--- config.mk ---
export PLATFORM = sky130hd
export DESIGN_NAME = abkf_div
export DESIGN_NICKNAME = d
export VERILOG_FILES = /design/src/design/abkf_pkg.sv /design/src/design/abkf_div.sv
export SDC_FILE = /design/constraint.sdc
export NUM_CORES = 1
export LEC_CHECK = 0
export ABC_AREA = 1
export BUFFER_PORTS_ARGS = -buffer_cell sky130_fd_sc_hd__buf_4
export CAP_MARGIN = 40
export CORE_UTILIZATION = 35
export CTS_BUF_LIST = sky130_fd_sc_hd__clkbuf_8
export CTS_CLUSTER_SIZE = 40
export DETAILED_ROUTE_END_ITERATION = 16
export PLACE_DENSITY = 0.65
export SYNTH_ARGS = -nofsm -noshare
export SYNTH_HDL_FRONTEND = slang
export SYNTH_SLANG_ARGS = --single-unit
--- constraint.sdc ---
create_clock -name clock -period 5.35 [get_ports clock]
set_clock_uncertainty 0.05 [all_clocks]
set_input_delay 0.8025 -clock clock [delete_from_list [all_inputs] [get_ports clock]]
set_output_delay 0.8025 -clock clock [all_outputs]
set_load 0.02 [all_outputs]
--- src/design/abkf_pkg.sv ---
// ----------------------------------------------------------------------------
// abkf_pkg
// Shared widths, reset values, codes and helpers of the angle/bias Kalman
// filter.
// ----------------------------------------------------------------------------
`default_nettype none

package abkf_pkg;

   localparam int SIG_FRAC  = 24;
   localparam int COV_FRAC  = 44;
   localparam int SIG_W     = 32;
   localparam int COV_W     = 48;
   localparam int REG_W     = 45;
   localparam int DT_W      = 25;
   localparam int OPND_W    = COV_W + 1;
   localparam int MRES_W    = 64;
   localparam int WIDE_W    = 65;
   localparam int CSR_IDX_W = 2;

   localparam logic [REG_W-1:0] RST_QA  = 45'd52776558133;
   localparam logic [REG_W-1:0] RST_QB  = 45'd1759218604442;
   localparam logic [REG_W-1:0] RST_R   = 45'd8796093022;
   localparam logic signed [COV_W-1:0] RST_P00 = 48'sd1759218604;
   localparam logic signed [COV_W-1:0] RST_P11 = 48'sd175921860444;

   typedef logic signed [WIDE_W-1:0] wide_type;
   typedef logic signed [OPND_W-1:0] opnd_type;

   typedef enum logic [2:0] {
      ST_IDLE,
      ST_RATE,
      ST_MUL_ISSUE,
      ST_MUL_WAIT,
      ST_DIV_ISSUE,
      ST_DIV_WAIT,
      ST_FINISH
   } state_type;

   typedef enum logic [3:0] {
      OP_PRED,
      OP_T,
      OP_P00,
      OP_P11,
      OP_K0,
      OP_K1,
      OP_ANG,
      OP_BIAS,
      OP_C00,
      OP_C01,
      OP_C10,
      OP_C11
   } op_type;

   typedef enum logic [CSR_IDX_W-1:0] {
      CSR_ANGLE_NOISE,
      CSR_BIAS_NOISE,
      CSR_MEAS_NOISE
   } csr_idx_type;

   typedef struct packed {
      logic     start;
      opnd_type a;
      opnd_type b;
      logic     cov_shift;
      logic     w48;
   } mul_req_type;

   typedef struct packed {
      logic busy;
      logic done;
   } unit_stat_type;

   typedef struct packed {
      logic                    start;
      logic signed [COV_W-1:0] n;
      logic [COV_W:0]          d;
   } div_req_type;

   function automatic wide_type sx32(input logic signed [SIG_W-1:0] x);
      return {{(WIDE_W-SIG_W){x[SIG_W-1]}}, x};
   endfunction

   function automatic wide_type sx48(input logic signed [COV_W-1:0] x);
      return {{(WIDE_W-COV_W){x[COV_W-1]}}, x};
   endfunction

   function automatic wide_type sx64(input logic signed [MRES_W-1:0] x);
      return {{(WIDE_W-MRES_W){x[MRES_W-1]}}, x};
   endfunction

   function automatic wide_type zx45(input logic [REG_W-1:0] x);
      return {{(WIDE_W-REG_W){1'b0}}, x};
   endfunction

   function automatic logic signed [SIG_W-1:0] sat32(input wide_type x);
      if (x[WIDE_W-1:SIG_W-1] == '0 || x[WIDE_W-1:SIG_W-1] == '1) begin
         return x[SIG_W-1:0];
      end else if (x[WIDE_W-1]) begin
         return {1'b1, {(SIG_W-1){1'b0}}};
      end else begin
         return {1'b0, {(SIG_W-1){1'b1}}};
      end
   endfunction

   function automatic logic signed [COV_W-1:0] sat48(input wide_type x);
      if (x[WIDE_W-1:COV_W-1] == '0 || x[WIDE_W-1:COV_W-1] == '1) begin
         return x[COV_W-1:0];
      end else if (x[WIDE_W-1]) begin
         return {1'b1, {(COV_W-1){1'b0}}};
      end else begin
         return {1'b0, {(COV_W-1){1'b1}}};
      end
   endfunction

endpackage

`default_nettype wire

--- src/design/abkf_div.sv ---
// ----------------------------------------------------------------------------
// abkf_div
// Restoring divider for the gains: (n << COV_FRAC) / d, two quotient bits
// per cycle, truncated toward zero, saturated to 48 bits.
// ----------------------------------------------------------------------------
`default_nettype none

module abkf_div (
   input  wire                               clock,
   input  wire                               reset,
   input  abkf_pkg::div_req_type             req,
   output abkf_pkg::unit_stat_type           stat,
   output logic signed [abkf_pkg::COV_W-1:0] result
);
   import abkf_pkg::*;

   localparam int NUM_W   = COV_W + COV_FRAC;
   localparam int STEPS   = 2;
   localparam int ITERS   = NUM_W / STEPS;
   localparam int CNT_W   = $clog2(ITERS + 1);
   localparam int REM_W   = COV_W + 2;
   localparam logic [CNT_W-1:0] LAST = CNT_W'(ITERS);

   logic                    busy_ff, busy_in, done_ff, done_in;
   logic [CNT_W-1:0]        cnt_ff, cnt_in;
   logic [NUM_W-1:0]        num_ff, num_in, quo_ff, quo_in;
   logic [REM_W-1:0]        rem_ff, rem_in;
   logic [COV_W:0]          d_ff, d_in;
   logic                    neg_ff, neg_in;
   logic signed [COV_W-1:0] res_ff, res_in;

   logic signed [COV_W-1:0] n_abs;
   logic [REM_W-1:0]        r;
   logic [NUM_W-1:0]        nm, q, lim, lim_s, mq;

   always_comb begin
      n_abs = req.n[COV_W-1] ? -req.n : req.n;
      r  = rem_ff;
      nm = num_ff;
      q  = quo_ff;
      for (int i = 0; i < STEPS; i++) begin
         r  = {r[REM_W-2:0], nm[NUM_W-1]};
         nm = nm << 1;
         q  = q << 1;
         if (r >= {1'b0, d_ff}) begin
            r    = r - {1'b0, d_ff};
            q[0] = 1'b1;
         end
      end
      lim   = NUM_W'(1) << (COV_W - 1);
      lim_s = neg_ff ? lim : lim - NUM_W'(1);
      mq    = (quo_ff > lim_s) ? lim_s : quo_ff;

      busy_in = busy_ff;
      done_in = 1'b0;
      cnt_in  = cnt_ff;
      num_in  = num_ff;
      quo_in  = quo_ff;
      rem_in  = rem_ff;
      d_in    = d_ff;
      neg_in  = neg_ff;
      res_in  = res_ff;
      if (req.start) begin
         busy_in = 1'b1;
         cnt_in  = '0;
         num_in  = {n_abs, {COV_FRAC{1'b0}}};
         quo_in  = '0;
         rem_in  = '0;
         d_in    = req.d;
         neg_in  = req.n[COV_W-1];
      end else if (busy_ff) begin
         if (cnt_ff == LAST) begin
            busy_in = 1'b0;
            done_in = 1'b1;
            res_in  = neg_ff ? -mq[COV_W-1:0] : mq[COV_W-1:0];
         end else begin
            rem_in = r;
            num_in = nm;
            quo_in = q;
            cnt_in = cnt_ff + CNT_W'(1);
         end
      end
   end

   always_ff @(posedge clock) begin
      if (reset) begin
         busy_ff <= 1'b0;
         done_ff <= 1'b0;
      end else begin
         busy_ff <= busy_in;
         done_ff <= done_in;
      end
      cnt_ff <= cnt_in;
      num_ff <= num_in;
      quo_ff <= quo_in;
      rem_ff <= rem_in;
      d_ff   <= d_in;
      neg_ff <= neg_in;
      res_ff <= res_in;
   end

   assign stat.busy = busy_ff;
   assign stat.done = done_ff;
   assign result    = res_ff;

endmodule

`default_nettype wire

After elaboration in Yosys (flattened, before gate mapping). Index checks and enable logic that the tools add are counted.

Logic and storage cells: 42. Register bits: 295. Output and inout bits: 50.

$add $sub $neg: 5. Eq/ne operators: 2. Reduce and logical (&&, ||, !) cells: 5. $lt $le $gt $ge: 3. Mux-type cells: 15. Bitwise gates (word level): 3.

Operator list (number): $mux 92 (3); $mux 48 (4); $ge 50x49->1 (2); $mux 49 (2); $sub 49x49->49 (2); $neg 48->48 (2); $gt 92x48->1 (1); $add 6x1->6 const B (1); $eq 6x6->1 const B (1); $mux 1 (6); $reduce_and 2->1 (2); $not 1->1 (3); $reduce_and 3->1 (1); $reduce_or 3->1 (1); $ne 2x2->1 const B (1); $reduce_bool 2->1 (1).

Longest topological paths before layout.
Depth after elaboration: 5. Depth in mapped cells: 37. Mapped depth without buffers: 36.

Worst setup path after synthesis. Ideal clock, no wire load.

Path type: input -> register. Start point: input req[97] (netlist bit). End point: register res_ff[0], in the netlist result[0] (enable). Arrival time: 4.527 ns. Stages on the path: 3. Setup slack: 0.260 ns. Path through: clkbuf_1 -> buf_1 -> nor3_1.

Word-level cells in the longest chain between the ends: 2.

RTL lines: start: declaration (RTL line abkf_div.sv:11) `input abkf_pkg::div_req_type req,`; $not 1->1 (no line); $reduce_and 3->1 (no line); end signal: assignment (RTL line abkf_div.sv:99) `res_ff <= res_in;`; end: declaration (RTL line abkf_div.sv:30) `logic signed [COV_W-1:0] res_ff, res_in;`.

No other way between the ends. A chain may end at the register's enable or synchronous reset.

Worst setup path in the final report.
Start point: register num_ff[91]. End point: register rem_ff[17].

Word-level cells in the longest chain between the ends: 4. Elaborated cells on any way between the ends: 6.

RTL lines: start: declaration (RTL line abkf_div.sv:26) `logic [NUM_W-1:0] num_ff, num_in, quo_ff, quo_in;`; start signal: assignment (RTL line abkf_div.sv:94) `num_ff <= num_in;`; $sub 49x49->49 / $ge 50x49->1 (equally long branches) (RTL line abkf_div.sv:46, abkf_div.sv:45); $mux 49 * (RTL line abkf_div.sv:45) `if (r >= {1'b0, d_ff}) begin`; $sub 49x49->49 / $ge 50x49->1 (equally long branches) (RTL line abkf_div.sv:46, abkf_div.sv:45); $mux 49 * (RTL line abkf_div.sv:45); end signal: assignment (RTL line abkf_div.sv:96) `rem_ff <= rem_in;`; end: declaration (RTL line abkf_div.sv:27) `logic [REM_W-1:0] rem_ff, rem_in;`.

Every way passes the cells marked *; elsewhere a longest branch is shown, timed or not.

==> metrics.txt <==
GRT Util Overall=0.2061; CTS tree=done; total power=12.56 mW; Slew @ Worst Pin=691.4 ps; mux cell area share after synthesis=0.0005086; WP data arrival=5530 ps; vias in the first global route=19,916; leading area contributor after synthesis=edfxtp_1; CTS Buffer Depth=3; Distinct cells, synth=58; type of origin of the critical path=flip-flop; Remaining Overflow, GRT=0; fin util=0.4169; commonest non-fill, non-tap cell in the layout=nand2_1; Nets=3,623; Gate Count Post-Synth=3,188; post-placement cell count=4,148; Die Span X=253.5 um; cell family with most CP delay=simple AND/OR/NAND/NOR gates; Final Slew Violations=0; die area=64,270 sq um; Main synth FF type=dfxtp_1; sequential area share after synthesis=0.3327; worst vdd ir=321.2 uV; most frequent cells in the layout=nand2_1 (753), inv_1 (485), nor2_1 (295); final worst path period need=5044 ps; status=finished, final reports clean; CP max-delay cell=fa_1; endpoints failing setup=0; WP data required=5840 ps; H-tree Lvls=2; core box area=62,050 sq um; Max-cap violations=0; Seq cells post-synth=295; largest net degree at the start of global routing=90; compound-gate portion of the synthesized area=0.1402; # IOs=150; Root Buffer=clkbuf_8; Async SR Flop Fraction=0; starting DRC count in detailed routing=1,811; Clock Latency Late Sink=690 ps; P per Cell Area=485.5 nW/um^2; layout cell share with drive strength beyond 1=0.1253; Placer Congestion=0.9891; clock slew at reported path FFs=60 ps; row count=91; Syn Std Cell Area=22,140 sq um; DRT Pass-1 Iters=5; setup ws final=305.7 ps; simple-gate share of the synthesized area=0.2900; largest family of logic cells by synthesized area=simple AND/OR/NAND/NOR gates; CP bufs+invs=7; worst hold margin=237.8 ps; Num CTS Buffers=55; post-synthesis xor/xnor area fraction=0.04786; EDFF count, synth=146; I/O Buffers=149; Sink Count=295; Non-Filler Instances=4,255; CP Class=reg -> reg; Detail Route Antenna Nets=0; Rel. slew slack=0.5391; Synth Area per Inst=6.946 sq um; area grow syn2layout=16.84%; fillers=6,463; reported leakage power=12.73 nW; DRC Markers=0; Wirelength per Cell=15.88 um; Crit path top cell by count=nand2_1; slowest stage delay, CP=410 ps; first-pass GRT wire length=105.9 mm; CP max FO=26; CP endpoint kind=flip-flop; via count=21,629; via/cell ratio=5.083; Initial Utilization=0.3568; Ys Warns=0; Hold Crit Class=in -> reg; Die H=253.5 um; Synth top area share=0.1980; Post-Syn Nets=3,440; Hold Vio Cnt, Final=0; DP Worst Slack=-16.99 ps; adder-cell share of the synthesized area=0.08657; DP HPWL=51.74 mm; WL final=67.56 mm; Max Freq=198.2 MHz; initial antenna violation count=4; period utilization=0.9429; top area cells in the synthesized netlist=edfxtp_1 (20%), dfxtp_1 (13%), nand2_1 (13%)
through the flow:
stage / cell area, sq um / setup TNS (ps)
2_1_floorplan: 22140 / 0
3_3_place_gp: 24470 / 0
3_5_place_dp: 24550 / -58.36
4_1_cts: 25620 / 0
5_1_grt: 25870 / -40.56
6_report: 25870 / 0
power breakdown:
group          switching, mW  leakage [nW]  internal (mW)
Combinational           4.86          9.46           2.72
Sequential             0.183          2.63           2.64
Clock                   1.05         0.642           1.11
sequential cells by signal, summed over array words and instances, names as in the netlist:
| name | cells |
|---|---|
| d_ff | 49 |
| result | 48 |
| quo_ff | 92 |
| neg_ff | 1 |
| cnt_ff | 6 |
| num_ff | 48 |
| done_ff | 1 |
| busy_ff | 1 |
| rem_ff | 49 |
routing by layer:
metal / track usage / part of all wire
met1: 0.3011 / 0.48
met2: 0.2993 / 0.41
met3: 0.04732 / 0.083
met4: 0.05697 / 0.021
met5: 0 / 0.00058
cell type report:
cell class / count / area [sq um] / share of cell area
well taps: 837 / 1047 / 0.04048
flip-flops and latches: 295 / 7367 / 0.2848
clock inverters: 41 / 215.2 / 0.008318
multi-input cells: 2312 / 12740 / 0.4925
clock buffers: 62 / 853.3 / 0.03298
repair buffers: 225 / 1829 / 0.07071
diodes: 1 / 2.502 / 0.00009673
inverters: 482 / 1814 / 0.07013
repair_timing:
item | 4_1_cts | 5_1_grt
endpoints found under the setup margin | 5 | 50
cloned | 0 | 1
setup buffers | 0 | 2
pin swaps | 0 | 10
resized for setup | 1 | 64
hold buffers | 0 | 0
Yosys cell counts (42+ instances only):
library cell and instances:
dfxtp_1 149, nand3_1 221, o21ai_0 177, nor2_1 303, clkbuf_1 59, edfxtp_1 146, ha_1 150, a21oi_1 164
xnor2_1 42, xor2_1 79, o22ai_1 91, nand2_1 759, nand4_1 78, inv_1 464
worst paths after layout:
path	slack, ps	end	start	cells past startpoint
max	310	rem_ff[17]	num_ff[91]	31
min	240	d_ff[45]	req[45]	1
max reg2reg	310	rem_ff[17]	num_ff[91]	31
min reg2reg	430	quo_ff[56]	quo_ff[56]	2
cells by family (layout without fill, tap and decap cells):
logic type / after synthesis / in the layout
AO/OA/AOI/OAI: 551 / 551
XOR/XNOR: 121 / 121
adder cells (fa/ha/maj): 152 / 152
buffers and inverters: 581 / 810
flip-flops: 295 / 295
multiplexers: 1 / 1
other: 0 / 1
AND/OR/NAND/NOR: 1487 / 1487
Note: power is estimated with default switching activity, not from simulation.
