===== config.mk =====
export PLATFORM = sky130hd
export DESIGN_NAME = abkf_mul
export DESIGN_NICKNAME = d
export VERILOG_FILES = /design/src/design/abkf_pkg.sv /design/src/design/abkf_mul.sv
export SDC_FILE = /design/constraint.sdc
export NUM_CORES = 2
export LEC_CHECK = 0
export BUFFER_PORTS_ARGS = -buffer_cell sky130_fd_sc_hd__buf_2
export CORE_ASPECT_RATIO = 0.5
export CORE_UTILIZATION = 59
export CTS_CLUSTER_DIAMETER = 30
export DETAILED_ROUTE_END_ITERATION = 12
export PLACE_DENSITY_LB_ADDON = 0.3
export SYNTH_ARGS = -nofsm -noshare
export SYNTH_HDL_FRONTEND = slang
export SYNTH_SLANG_ARGS = --single-unit

===== constraint.sdc =====
create_clock -name clock -period 11.8 [get_ports clock]
set_input_delay 2.36 -clock clock [delete_from_list [all_inputs] [get_ports clock]]
set_output_delay 2.36 -clock clock [all_outputs]
set_load 0.01 [all_outputs]

===== src/design/abkf_pkg.sv =====
// ----------------------------------------------------------------------------
// abkf_pkg
// Shared widths, reset values, codes and helpers of the angle/bias Kalman
// filter.
// ----------------------------------------------------------------------------
`default_nettype none

package abkf_pkg;

   localparam int SIG_FRAC  = 24;
   localparam int COV_FRAC  = 44;
   localparam int SIG_W     = 32;
   localparam int COV_W     = 48;
   localparam int REG_W     = 45;
   localparam int DT_W      = 25;
   localparam int OPND_W    = COV_W + 1;
   localparam int MRES_W    = 64;
   localparam int WIDE_W    = 65;
   localparam int CSR_IDX_W = 2;

   localparam logic [REG_W-1:0] RST_QA  = 45'd52776558133;
   localparam logic [REG_W-1:0] RST_QB  = 45'd1759218604442;
   localparam logic [REG_W-1:0] RST_R   = 45'd8796093022;
   localparam logic signed [COV_W-1:0] RST_P00 = 48'sd1759218604;
   localparam logic signed [COV_W-1:0] RST_P11 = 48'sd175921860444;

   typedef logic signed [WIDE_W-1:0] wide_type;
   typedef logic signed [OPND_W-1:0] opnd_type;

   typedef enum logic [2:0] {
      ST_IDLE,
      ST_RATE,
      ST_MUL_ISSUE,
      ST_MUL_WAIT,
      ST_DIV_ISSUE,
      ST_DIV_WAIT,
      ST_FINISH
   } state_type;

   typedef enum logic [3:0] {
      OP_PRED,
      OP_T,
      OP_P00,
      OP_P11,
      OP_K0,
      OP_K1,
      OP_ANG,
      OP_BIAS,
      OP_C00,
      OP_C01,
      OP_C10,
      OP_C11
   } op_type;

   typedef enum logic [CSR_IDX_W-1:0] {
      CSR_ANGLE_NOISE,
      CSR_BIAS_NOISE,
      CSR_MEAS_NOISE
   } csr_idx_type;

   typedef struct packed {
      logic     start;
      opnd_type a;
      opnd_type b;
      logic     cov_shift;
      logic     w48;
   } mul_req_type;

   typedef struct packed {
      logic busy;
      logic done;
   } unit_stat_type;

   typedef struct packed {
      logic                    start;
      logic signed [COV_W-1:0] n;
      logic [COV_W:0]          d;
   } div_req_type;

   function automatic wide_type sx32(input logic signed [SIG_W-1:0] x);
      return {{(WIDE_W-SIG_W){x[SIG_W-1]}}, x};
   endfunction

   function automatic wide_type sx48(input logic signed [COV_W-1:0] x);
      return {{(WIDE_W-COV_W){x[COV_W-1]}}, x};
   endfunction

   function automatic wide_type sx64(input logic signed [MRES_W-1:0] x);
      return {{(WIDE_W-MRES_W){x[MRES_W-1]}}, x};
   endfunction

   function automatic wide_type zx45(input logic [REG_W-1:0] x);
      return {{(WIDE_W-REG_W){1'b0}}, x};
   endfunction

   function automatic logic signed [SIG_W-1:0] sat32(input wide_type x);
      if (x[WIDE_W-1:SIG_W-1] == '0 || x[WIDE_W-1:SIG_W-1] == '1) begin
         return x[SIG_W-1:0];
      end else if (x[WIDE_W-1]) begin
         return {1'b1, {(SIG_W-1){1'b0}}};
      end else begin
         return {1'b0, {(SIG_W-1){1'b1}}};
      end
   endfunction

   function automatic logic signed [COV_W-1:0] sat48(input wide_type x);
      if (x[WIDE_W-1:COV_W-1] == '0 || x[WIDE_W-1:COV_W-1] == '1) begin
         return x[COV_W-1:0];
      end else if (x[WIDE_W-1]) begin
         return {1'b1, {(COV_W-1){1'b0}}};
      end else begin
         return {1'b0, {(COV_W-1){1'b1}}};
      end
   endfunction

endpackage

`default_nettype wire


===== src/design/abkf_mul.sv =====
// ----------------------------------------------------------------------------
// abkf_mul
// Shared sign-magnitude multiplier: four 24x24 partial products, then
// round half away from zero, shift and saturate.
// ----------------------------------------------------------------------------
`default_nettype none

module abkf_mul (
   input  wire                               clock,
   input  wire                               reset,
   input  abkf_pkg::mul_req_type             req,
   output abkf_pkg::unit_stat_type           stat,
   output logic signed [abkf_pkg::MRES_W-1:0] result
);
   import abkf_pkg::*;

   localparam int MAG_W  = COV_W;
   localparam int HALF_W = MAG_W / 2;
   localparam int PROD_W = 2 * MAG_W;
   localparam int RND_W  = PROD_W + 1;
   localparam int SAT_W  = MRES_W - 1;
   localparam logic [2:0] LAST = 3'd4;
   localparam logic [RND_W-1:0] RND_SIG = RND_W'(1) << (SIG_FRAC - 1);
   localparam logic [RND_W-1:0] RND_COV = RND_W'(1) << (COV_FRAC - 1);

   logic               busy_ff, busy_in, done_ff, done_in;
   logic [2:0]         cnt_ff, cnt_in;
   logic [MAG_W-1:0]   ma_ff, ma_in, mb_ff, mb_in;
   logic               neg_ff, neg_in, cov_ff, cov_in, w48_ff, w48_in;
   logic [PROD_W-1:0]  acc_ff, acc_in;
   logic signed [MRES_W-1:0] res_ff, res_in;

   opnd_type           a_abs, b_abs;
   logic [HALF_W-1:0]  a_half, b_half;
   logic [MAG_W-1:0]   pp;
   logic [PROD_W-1:0]  pp_w;
   logic [1:0]         lane;
   logic [RND_W-1:0]   rnd, shifted;
   logic [SAT_W-1:0]   lim, lim_s, mag_v;

   always_comb begin
      a_abs  = req.a[OPND_W-1] ? -req.a : req.a;
      b_abs  = req.b[OPND_W-1] ? -req.b : req.b;
      a_half = cnt_ff[1] ? ma_ff[MAG_W-1:HALF_W] : ma_ff[HALF_W-1:0];
      b_half = cnt_ff[0] ? mb_ff[MAG_W-1:HALF_W] : mb_ff[HALF_W-1:0];
      pp     = a_half * b_half;
      lane   = {1'b0, cnt_ff[1]} + {1'b0, cnt_ff[0]};
      case (lane)
         2'd0:    pp_w = {{MAG_W{1'b0}}, pp};
         2'd1:    pp_w = {{HALF_W{1'b0}}, pp, {HALF_W{1'b0}}};
         default: pp_w = {pp, {MAG_W{1'b0}}};
      endcase

      rnd     = {1'b0, acc_ff} + (cov_ff ? RND_COV : RND_SIG);
      shifted = cov_ff ? (rnd >> COV_FRAC) : (rnd >> SIG_FRAC);
      lim     = w48_ff ? (SAT_W'(1) << (COV_W - 1)) : (SAT_W'(1) << (SAT_W - 1));
      lim_s   = neg_ff ? lim : lim - SAT_W'(1);
      mag_v   = (shifted > {{(RND_W-SAT_W){1'b0}}, lim_s}) ? lim_s : shifted[SAT_W-1:0];

      busy_in = busy_ff;
      done_in = 1'b0;
      cnt_in  = cnt_ff;
      ma_in   = ma_ff;
      mb_in   = mb_ff;
      neg_in  = neg_ff;
      cov_in  = cov_ff;
      w48_in  = w48_ff;
      acc_in  = acc_ff;
      res_in  = res_ff;
      if (req.start) begin
         busy_in = 1'b1;
         cnt_in  = '0;
         ma_in   = a_abs[MAG_W-1:0];
         mb_in   = b_abs[MAG_W-1:0];
         neg_in  = req.a[OPND_W-1] ^ req.b[OPND_W-1];
         cov_in  = req.cov_shift;
         w48_in  = req.w48;
         acc_in  = '0;
      end else if (busy_ff) begin
         if (cnt_ff == LAST) begin
            busy_in = 1'b0;
            done_in = 1'b1;
            res_in  = neg_ff ? -{1'b0, mag_v} : {1'b0, mag_v};
         end else begin
            acc_in = acc_ff + pp_w;
            cnt_in = cnt_ff + 3'd1;
         end
      end
   end

   always_ff @(posedge clock) begin
      if (reset) begin
         busy_ff <= 1'b0;
         done_ff <= 1'b0;
      end else begin
         busy_ff <= busy_in;
         done_ff <= done_in;
      end
      cnt_ff <= cnt_in;
      ma_ff  <= ma_in;
      mb_ff  <= mb_in;
      neg_ff <= neg_in;
      cov_ff <= cov_in;
      w48_ff <= w48_in;
      acc_ff <= acc_in;
      res_ff <= res_in;
   end

   assign stat.busy = busy_ff;
   assign stat.done = done_ff;
   assign result    = res_ff;

endmodule

`default_nettype wire


-- Word-level counts from Yosys, hierarchy flattened
Cells that the tools add are included.
W data, S select, Z words.
- input port bits: 103
- word-level logic and storage cells: 46
- latch bits: 0
- memories: 0
- output and inout port bits: 66
- RAM bits: 0
- register bits after elaboration: 264
- memory bits (read-only): 0
- multiplexer cells: 15
- reductions and logical operators: 4
- add/subtract/negate cells: 8
- bitwise operators: 4
- equality and inequality tests: 2
- order comparisons: 1
- multipliers: 1
- shift-type cells: 0
- divide/modulo/power cells: 0
- operators with widths (cell ; number):
    $mux W63 ; 4
    $pmux W96 S2 ; 1
    $add A96 B44 Y97 ; 1
    $add A96 B96 Y96 ; 1
    $mux W48 ; 2
    $neg A48 Y48 ; 2
    $gt A73 B63 Y1 ; 1
    $mux W73 ; 1
    $neg A63 Y64 ; 1
    $sub A63 B1 Y63 const B ; 1
    $mul A24 B24 Y48 ; 1
    $mux W24 ; 2
    $mux W44 ; 1
    $mux W1 ; 4
    $add A3 B1 Y3 const B ; 1
    $eq A3 B3 Y1 const B ; 1
    $not A1 Y1 ; 3
    $reduce_and A3 Y1 ; 1
    $reduce_or A3 Y1 ; 1
    $add A1 B1 Y2 ; 1
    $eq A2 B1 Y1 const B ; 1
    $logic_not A2 Y1 ; 1
    $reduce_and A2 Y1 ; 1
    $xor A1 B1 Y1 ; 1

-- Logic depth before layout (Yosys ltp)
- word-level depth: 7
- mapped depth: 50
- mapped depth without buffers: 46

-- Worst setup path before layout
OpenSTA, ideal clock, no wires.
- path kind: register to register
- from: register cnt_ff[0]
- to: register acc_ff[95]
- clock period less this slack: 12.171 ns
- data required time: 11.677 ns
- buffers on the path: 4
- stages on the path, launching flop included: 50
- library setup time: 0.123 ns
- data arrival time: 12.048 ns
- slack: -0.371 ns
- cells stage by stage: dfxtp_1 -> clkbuf_1 -> buf_1 -> mux2i_1 -> clkbuf_1 -> nor2_1 -> fa_1 -> inv_1 -> fa_1 -> inv_1 -> fa_1 -> inv_1 -> fa_1 -> inv_1 -> fa_1 -> fa_1 -> inv_1 -> fa_1 -> (+14 left out) -> a211o_1 -> o2bb2ai_1 -> ha_1 -> clkbuf_1 -> a21oi_1 -> o21bai_1 -> a21oi_1 -> o221ai_1 -> a2111oi_0 -> nor2_1 -> o211ai_1 -> a31o_2 -> nor4_1 -> or4_1 -> a311oi_1 -> o21ai_1 -> mux2i_1 -> mux2_1
- longest elaborated chain between the ends: 4
- elaborated cells on any way between the ends: 10
- classes of those cells: add/sub: 2; mul: 1; eq/ne: 2; mux: 2; bitwise: 1; reduce/logical: 2
- ends and longest elaborated chain (what ; line ; text):
    from (decl) ; abkf_mul.sv:27 ; logic [2:0] cnt_ff, cnt_in;
    from (signal assigned) ; abkf_mul.sv:99 ; cnt_ff <= cnt_in;
    $mux W24 or $add A1 B1 Y2 (tied branches) ; abkf_mul.sv:45, abkf_mul.sv:47 ;
    $mul A24 B24 Y48, or another cell as far along ; abkf_mul.sv:46 ; pp = a_half * b_half;
    $pmux W96 S2 ; abkf_mul.sv:48 ; case (lane)
    $add A96 B96 Y96 ; abkf_mul.sv:85 ; acc_in = acc_ff + pp_w;
    to (signal assigned) ; abkf_mul.sv:105 ; acc_ff <= acc_in;
    to (decl) ; abkf_mul.sv:30 ; logic [PROD_W-1:0] acc_ff, acc_in;
Parallel ways exist; a longest one is shown, timed or not.
A chain may end at the register's enable or synchronous reset.

-- Worst setup path after layout
- from: register cnt_ff[1]
- to: register acc_ff[95]
- longest elaborated chain between the ends: 4
- elaborated cells on any way between the ends: 10
- classes of those cells: add/sub: 2; mul: 1; eq/ne: 2; mux: 2; bitwise: 1; reduce/logical: 2
- ends and longest elaborated chain (what ; line):
    $mux W24 or $add A1 B1 Y2 (tied branches) ; abkf_mul.sv:44, abkf_mul.sv:47
    $mul A24 B24 Y48, or another cell as far along ; abkf_mul.sv:46
    $pmux W96 S2 ; abkf_mul.sv:48
    $add A96 B96 Y96 ; abkf_mul.sv:85
Parallel ways exist; a longest one is shown, timed or not.

==> metrics.md <==
| Metric | Value |
|---|---|
| Status | completed |
| Die Wd | 379 um |
| Period utilization | 0.968 |
| Final #Nets | 6267 |
| Initial DRT Pass Iterations | 6 |
| Global route overflow | 0 |
| Initial core utilization | 0.602 |
| Dpl hpwl | 114 mm |
| Worst hold slack | 464 ps |
| Die area | 0.0723 mm2 |
| Area growth syn-to-layout | 15.2% |
| Fin. Hold Viols | 0 |
| R2R Setup Slk | 370 ps |
| Final Max Tran Viols | 0 |
| Post-synth top flop | edfxtp_1 |
| Total track usage | 0.393 |
| CP startpoint kind | flip-flop |
| Cell area after layout | 0.0483 mm2 |
| Post-route setup TNS | 0 ps |
| Iteration-0 DRC Markers | 3687 |
| Unrepaired setup endpoints after global routing | true |
| Hold Crit Depth | 2 |
| DRT Wirelength | 141 mm |
| Vias in the first global route | 38000 |
| Clock-pin slew of the registers on the worst-case setup and hold paths | 60 ps |
| Top post-synthesis cells by area | fa_1 23%, edfxtp_1 12%, ha_1 10%, inv_1 5.6%, nand2_1 5.0% |
| Critical path's slowest cell | fa_1 |
| DR vias | 38500 |
| Crit end category | flip-flop |
| Post-synth top cells | 631 x inv_1, 560 x nand2_1, 492 x nor2_1 |
| Mapped Nets | 5918 |
| Syn avg cell area | 8.41 um2 |
| CP Data Required Time | 12320 ps |
| # IOs | 169 |
| Most used cell, CP | fa_1 |
| CP Class | reg2reg |
| Sequential share of the synthesized area | 0.165 |
| EDFF count, synth | 163 |
| Rows | 68 |
| Worst-case clock buffer depth | 3 |
| WL/cell | 22.2 um |
| Yosys reg bits | 264 |
| Hold WC Path Type | reg2reg |
| GRT Max-Usage Layer | met2 |
| CTS Buf Count | 50 |
| Worst-path fanout max | 8 |
| Area of placed instances | 0.0456 mm2 |
| Max frequency | 87.5 MHz |
| Root Buffer | clkbuf_16 |
| Port Buffers | 168 |
| Area share of the largest cell type after synthesis | 0.230 |
| Worst Path Arrival | 11940 ps |
| Drt drc | 0 |
| YS warnings | 0 |
| Hold EP | acc_ff[3]$_SDFFE_PP0P_ |
| Grt met3 use | 0.0988 |
| Via density | 6.09 |
| H-tree levels | 2 |
| Reg2reg start | cnt_ff[1]$_SDFFE_PP0P_ |
| Core box area | 0.0697 mm2 |
| TritonCTS clock tree | built |
| Max Cap Violations | 0 |
| M2 GR Usage | 0.598 |
| Largest net degree at the start of global routing | 82 |
| Remaining antenna violation count | 0 |
| FF-to-FF End | acc_ff[95]$_SDFFE_PP0P_ |
| Relative slew slack | 0.224 |
| HP Start | acc_ff[3]$_SDFFE_PP0P_ |
| Cells after Synth | 4991 |
| GP Congestion | 1.04 |
| R2R depth | 47 |
| Yosys cell types | 113 |
| CP max stage delay | 550 ps |
| Cell with the most instances after synthesis | inv_1 |
| Setup Skew | 50.8 ps |
| Chip height | 191 um |
| Number of diodes | 0 |
| First-pass GRT wire length | 217 mm |
| Netlist Area Pre-Place | 0.0420 mm2 |
| Endpoints failing setup | 0 |
| Met1 Use GR | 0.535 |
| Sink Count | 264 |
| Clk Latency, worst-skew pair | 630 ps |
| Initial antenna violation count | 2 |
| Worst slew pin tran | 1160 ps |
| Biggest area consumer among synthesized cells | fa_1 |
| Layout cells sized above 1 | 0.156 |
| Asr flop ratio synth | 0 |
| Minimum clock period | 11430 ps |
[sequential cells by signal (all words and copies together), names as in the netlist]
register	flops
cnt_ff	3
done_ff	1
mb_ff	48
busy_ff	1
neg_ff	1
acc_ff	96
cov_ff	1
ma_ff	48
w48_ff	1
result	64
[logic make-up (layout without fill, tap and decap cells)]
group	count (synthesis)	after routing	synth area share
xor+xnor	294	294	0.0617
compound gates	1044	1044	0.157
buf+inv	880	1269	0.0810
simple gates	1569	1569	0.174
flops	264	264	0.165
mux	116	116	0.0291
fa+ha+maj	824	824	0.332
[metrics by stage]
step                cells  utilization  setup slack, ps
floorplan            4991            -             13.1
global placement     6195        0.655             -162
detailed placement   6195        0.655             -420
CTS                  6290        0.681             73.4
global route         6325        0.694            -79.7
finish               6325        0.694              374
[cells in the final DEF (no fill, tap or decap), types with 22 or more instances in the layout]
cell type  synthesis  final
inv_1            631    626
nand2_1          560    559
nor2_1           492    490
fa_1             483    471
a21oi_1          402    394
buf_4              6    342
ha_1             341    337
xnor2_1          213    210
o21ai_0          198    190
buf_2             17    167
edfxtp_1         163    163
dfxtp_1          101     99
a21o_1            98     98
nand3_1           79     79
xor2_1            79     79
nor3_1            62     62
nand4_1           62     62
clkbuf_16          0     53
mux2i_1           69     50
and2_1            49     47
a31oi_1           42     38
nor4_1            38     37
and3_1            36     36
mux2_2            46     35
o31ai_1           36     35
or3_1             34     34
or4_1             28     27
nor2b_1           26     26
o21a_1            23     23
o21bai_1          22     22
[worst max-delay path by stage]
| stage | start | endpoint | cells past startpoint |
|---|---|---|---|
| 2_1_floorplan | cnt_ff[0]$_SDFFE_PP0P_ | acc_ff[95]$_SDFFE_PP0P_ | 49 |
| 3_3_place_gp | cnt_ff[1]$_SDFFE_PP0P_ | acc_ff[95]$_SDFFE_PP0P_ | 47 |
| 3_5_place_dp | cnt_ff[1]$_SDFFE_PP0P_ | acc_ff[95]$_SDFFE_PP0P_ | 46 |
| 4_1_cts | cnt_ff[1]$_SDFFE_PP0P_ | acc_ff[95]$_SDFFE_PP0P_ | 47 |
| 5_1_grt | cnt_ff[0]$_SDFFE_PP0P_ | acc_ff[95]$_SDFFE_PP0P_ | 47 |
| 6_report | cnt_ff[1]$_SDFFE_PP0P_ | acc_ff[95]$_SDFFE_PP0P_ | 47 |
[critical path, delay by kind of cell (launching register included)]
family	cells	cell delay, ps
flops	1	400
compound gates	20	4110
fa+ha+maj	9	3860
mux	3	840
xor+xnor	1	200
simple gates	4	640
buf+inv	10	1230
[layer usage]
metal  vias to the layer above  part of all wire
met4                         0             0.048
met3                       379              0.10
met1                     18700              0.42
met5                         -                 0
met2                      1945              0.43
li1                      17600                 -
[final cells by class]
type	instances	area, um2
inverters	632	2370
well taps	945	1180
repair buffers	545	3960
clock buffers	52	1260
clock inverters	40	488
multi-input cells	3847	32100
fillers	5707	21300
flip-flops and latches	264	6920
[timing repair]
item                                    4_1_cts  5_1_grt
hold buffers                                  0        0
gates cloned                                  0        3
pin swaps                                     6       57
endpoints found under the setup margin        4       22
buffers inserted                              3       32
resized for setup                            12      130
Power is left out: the tool's default activity adds up to more than one toggle a clock period on the data nets, which glitch-free logic cannot reach.
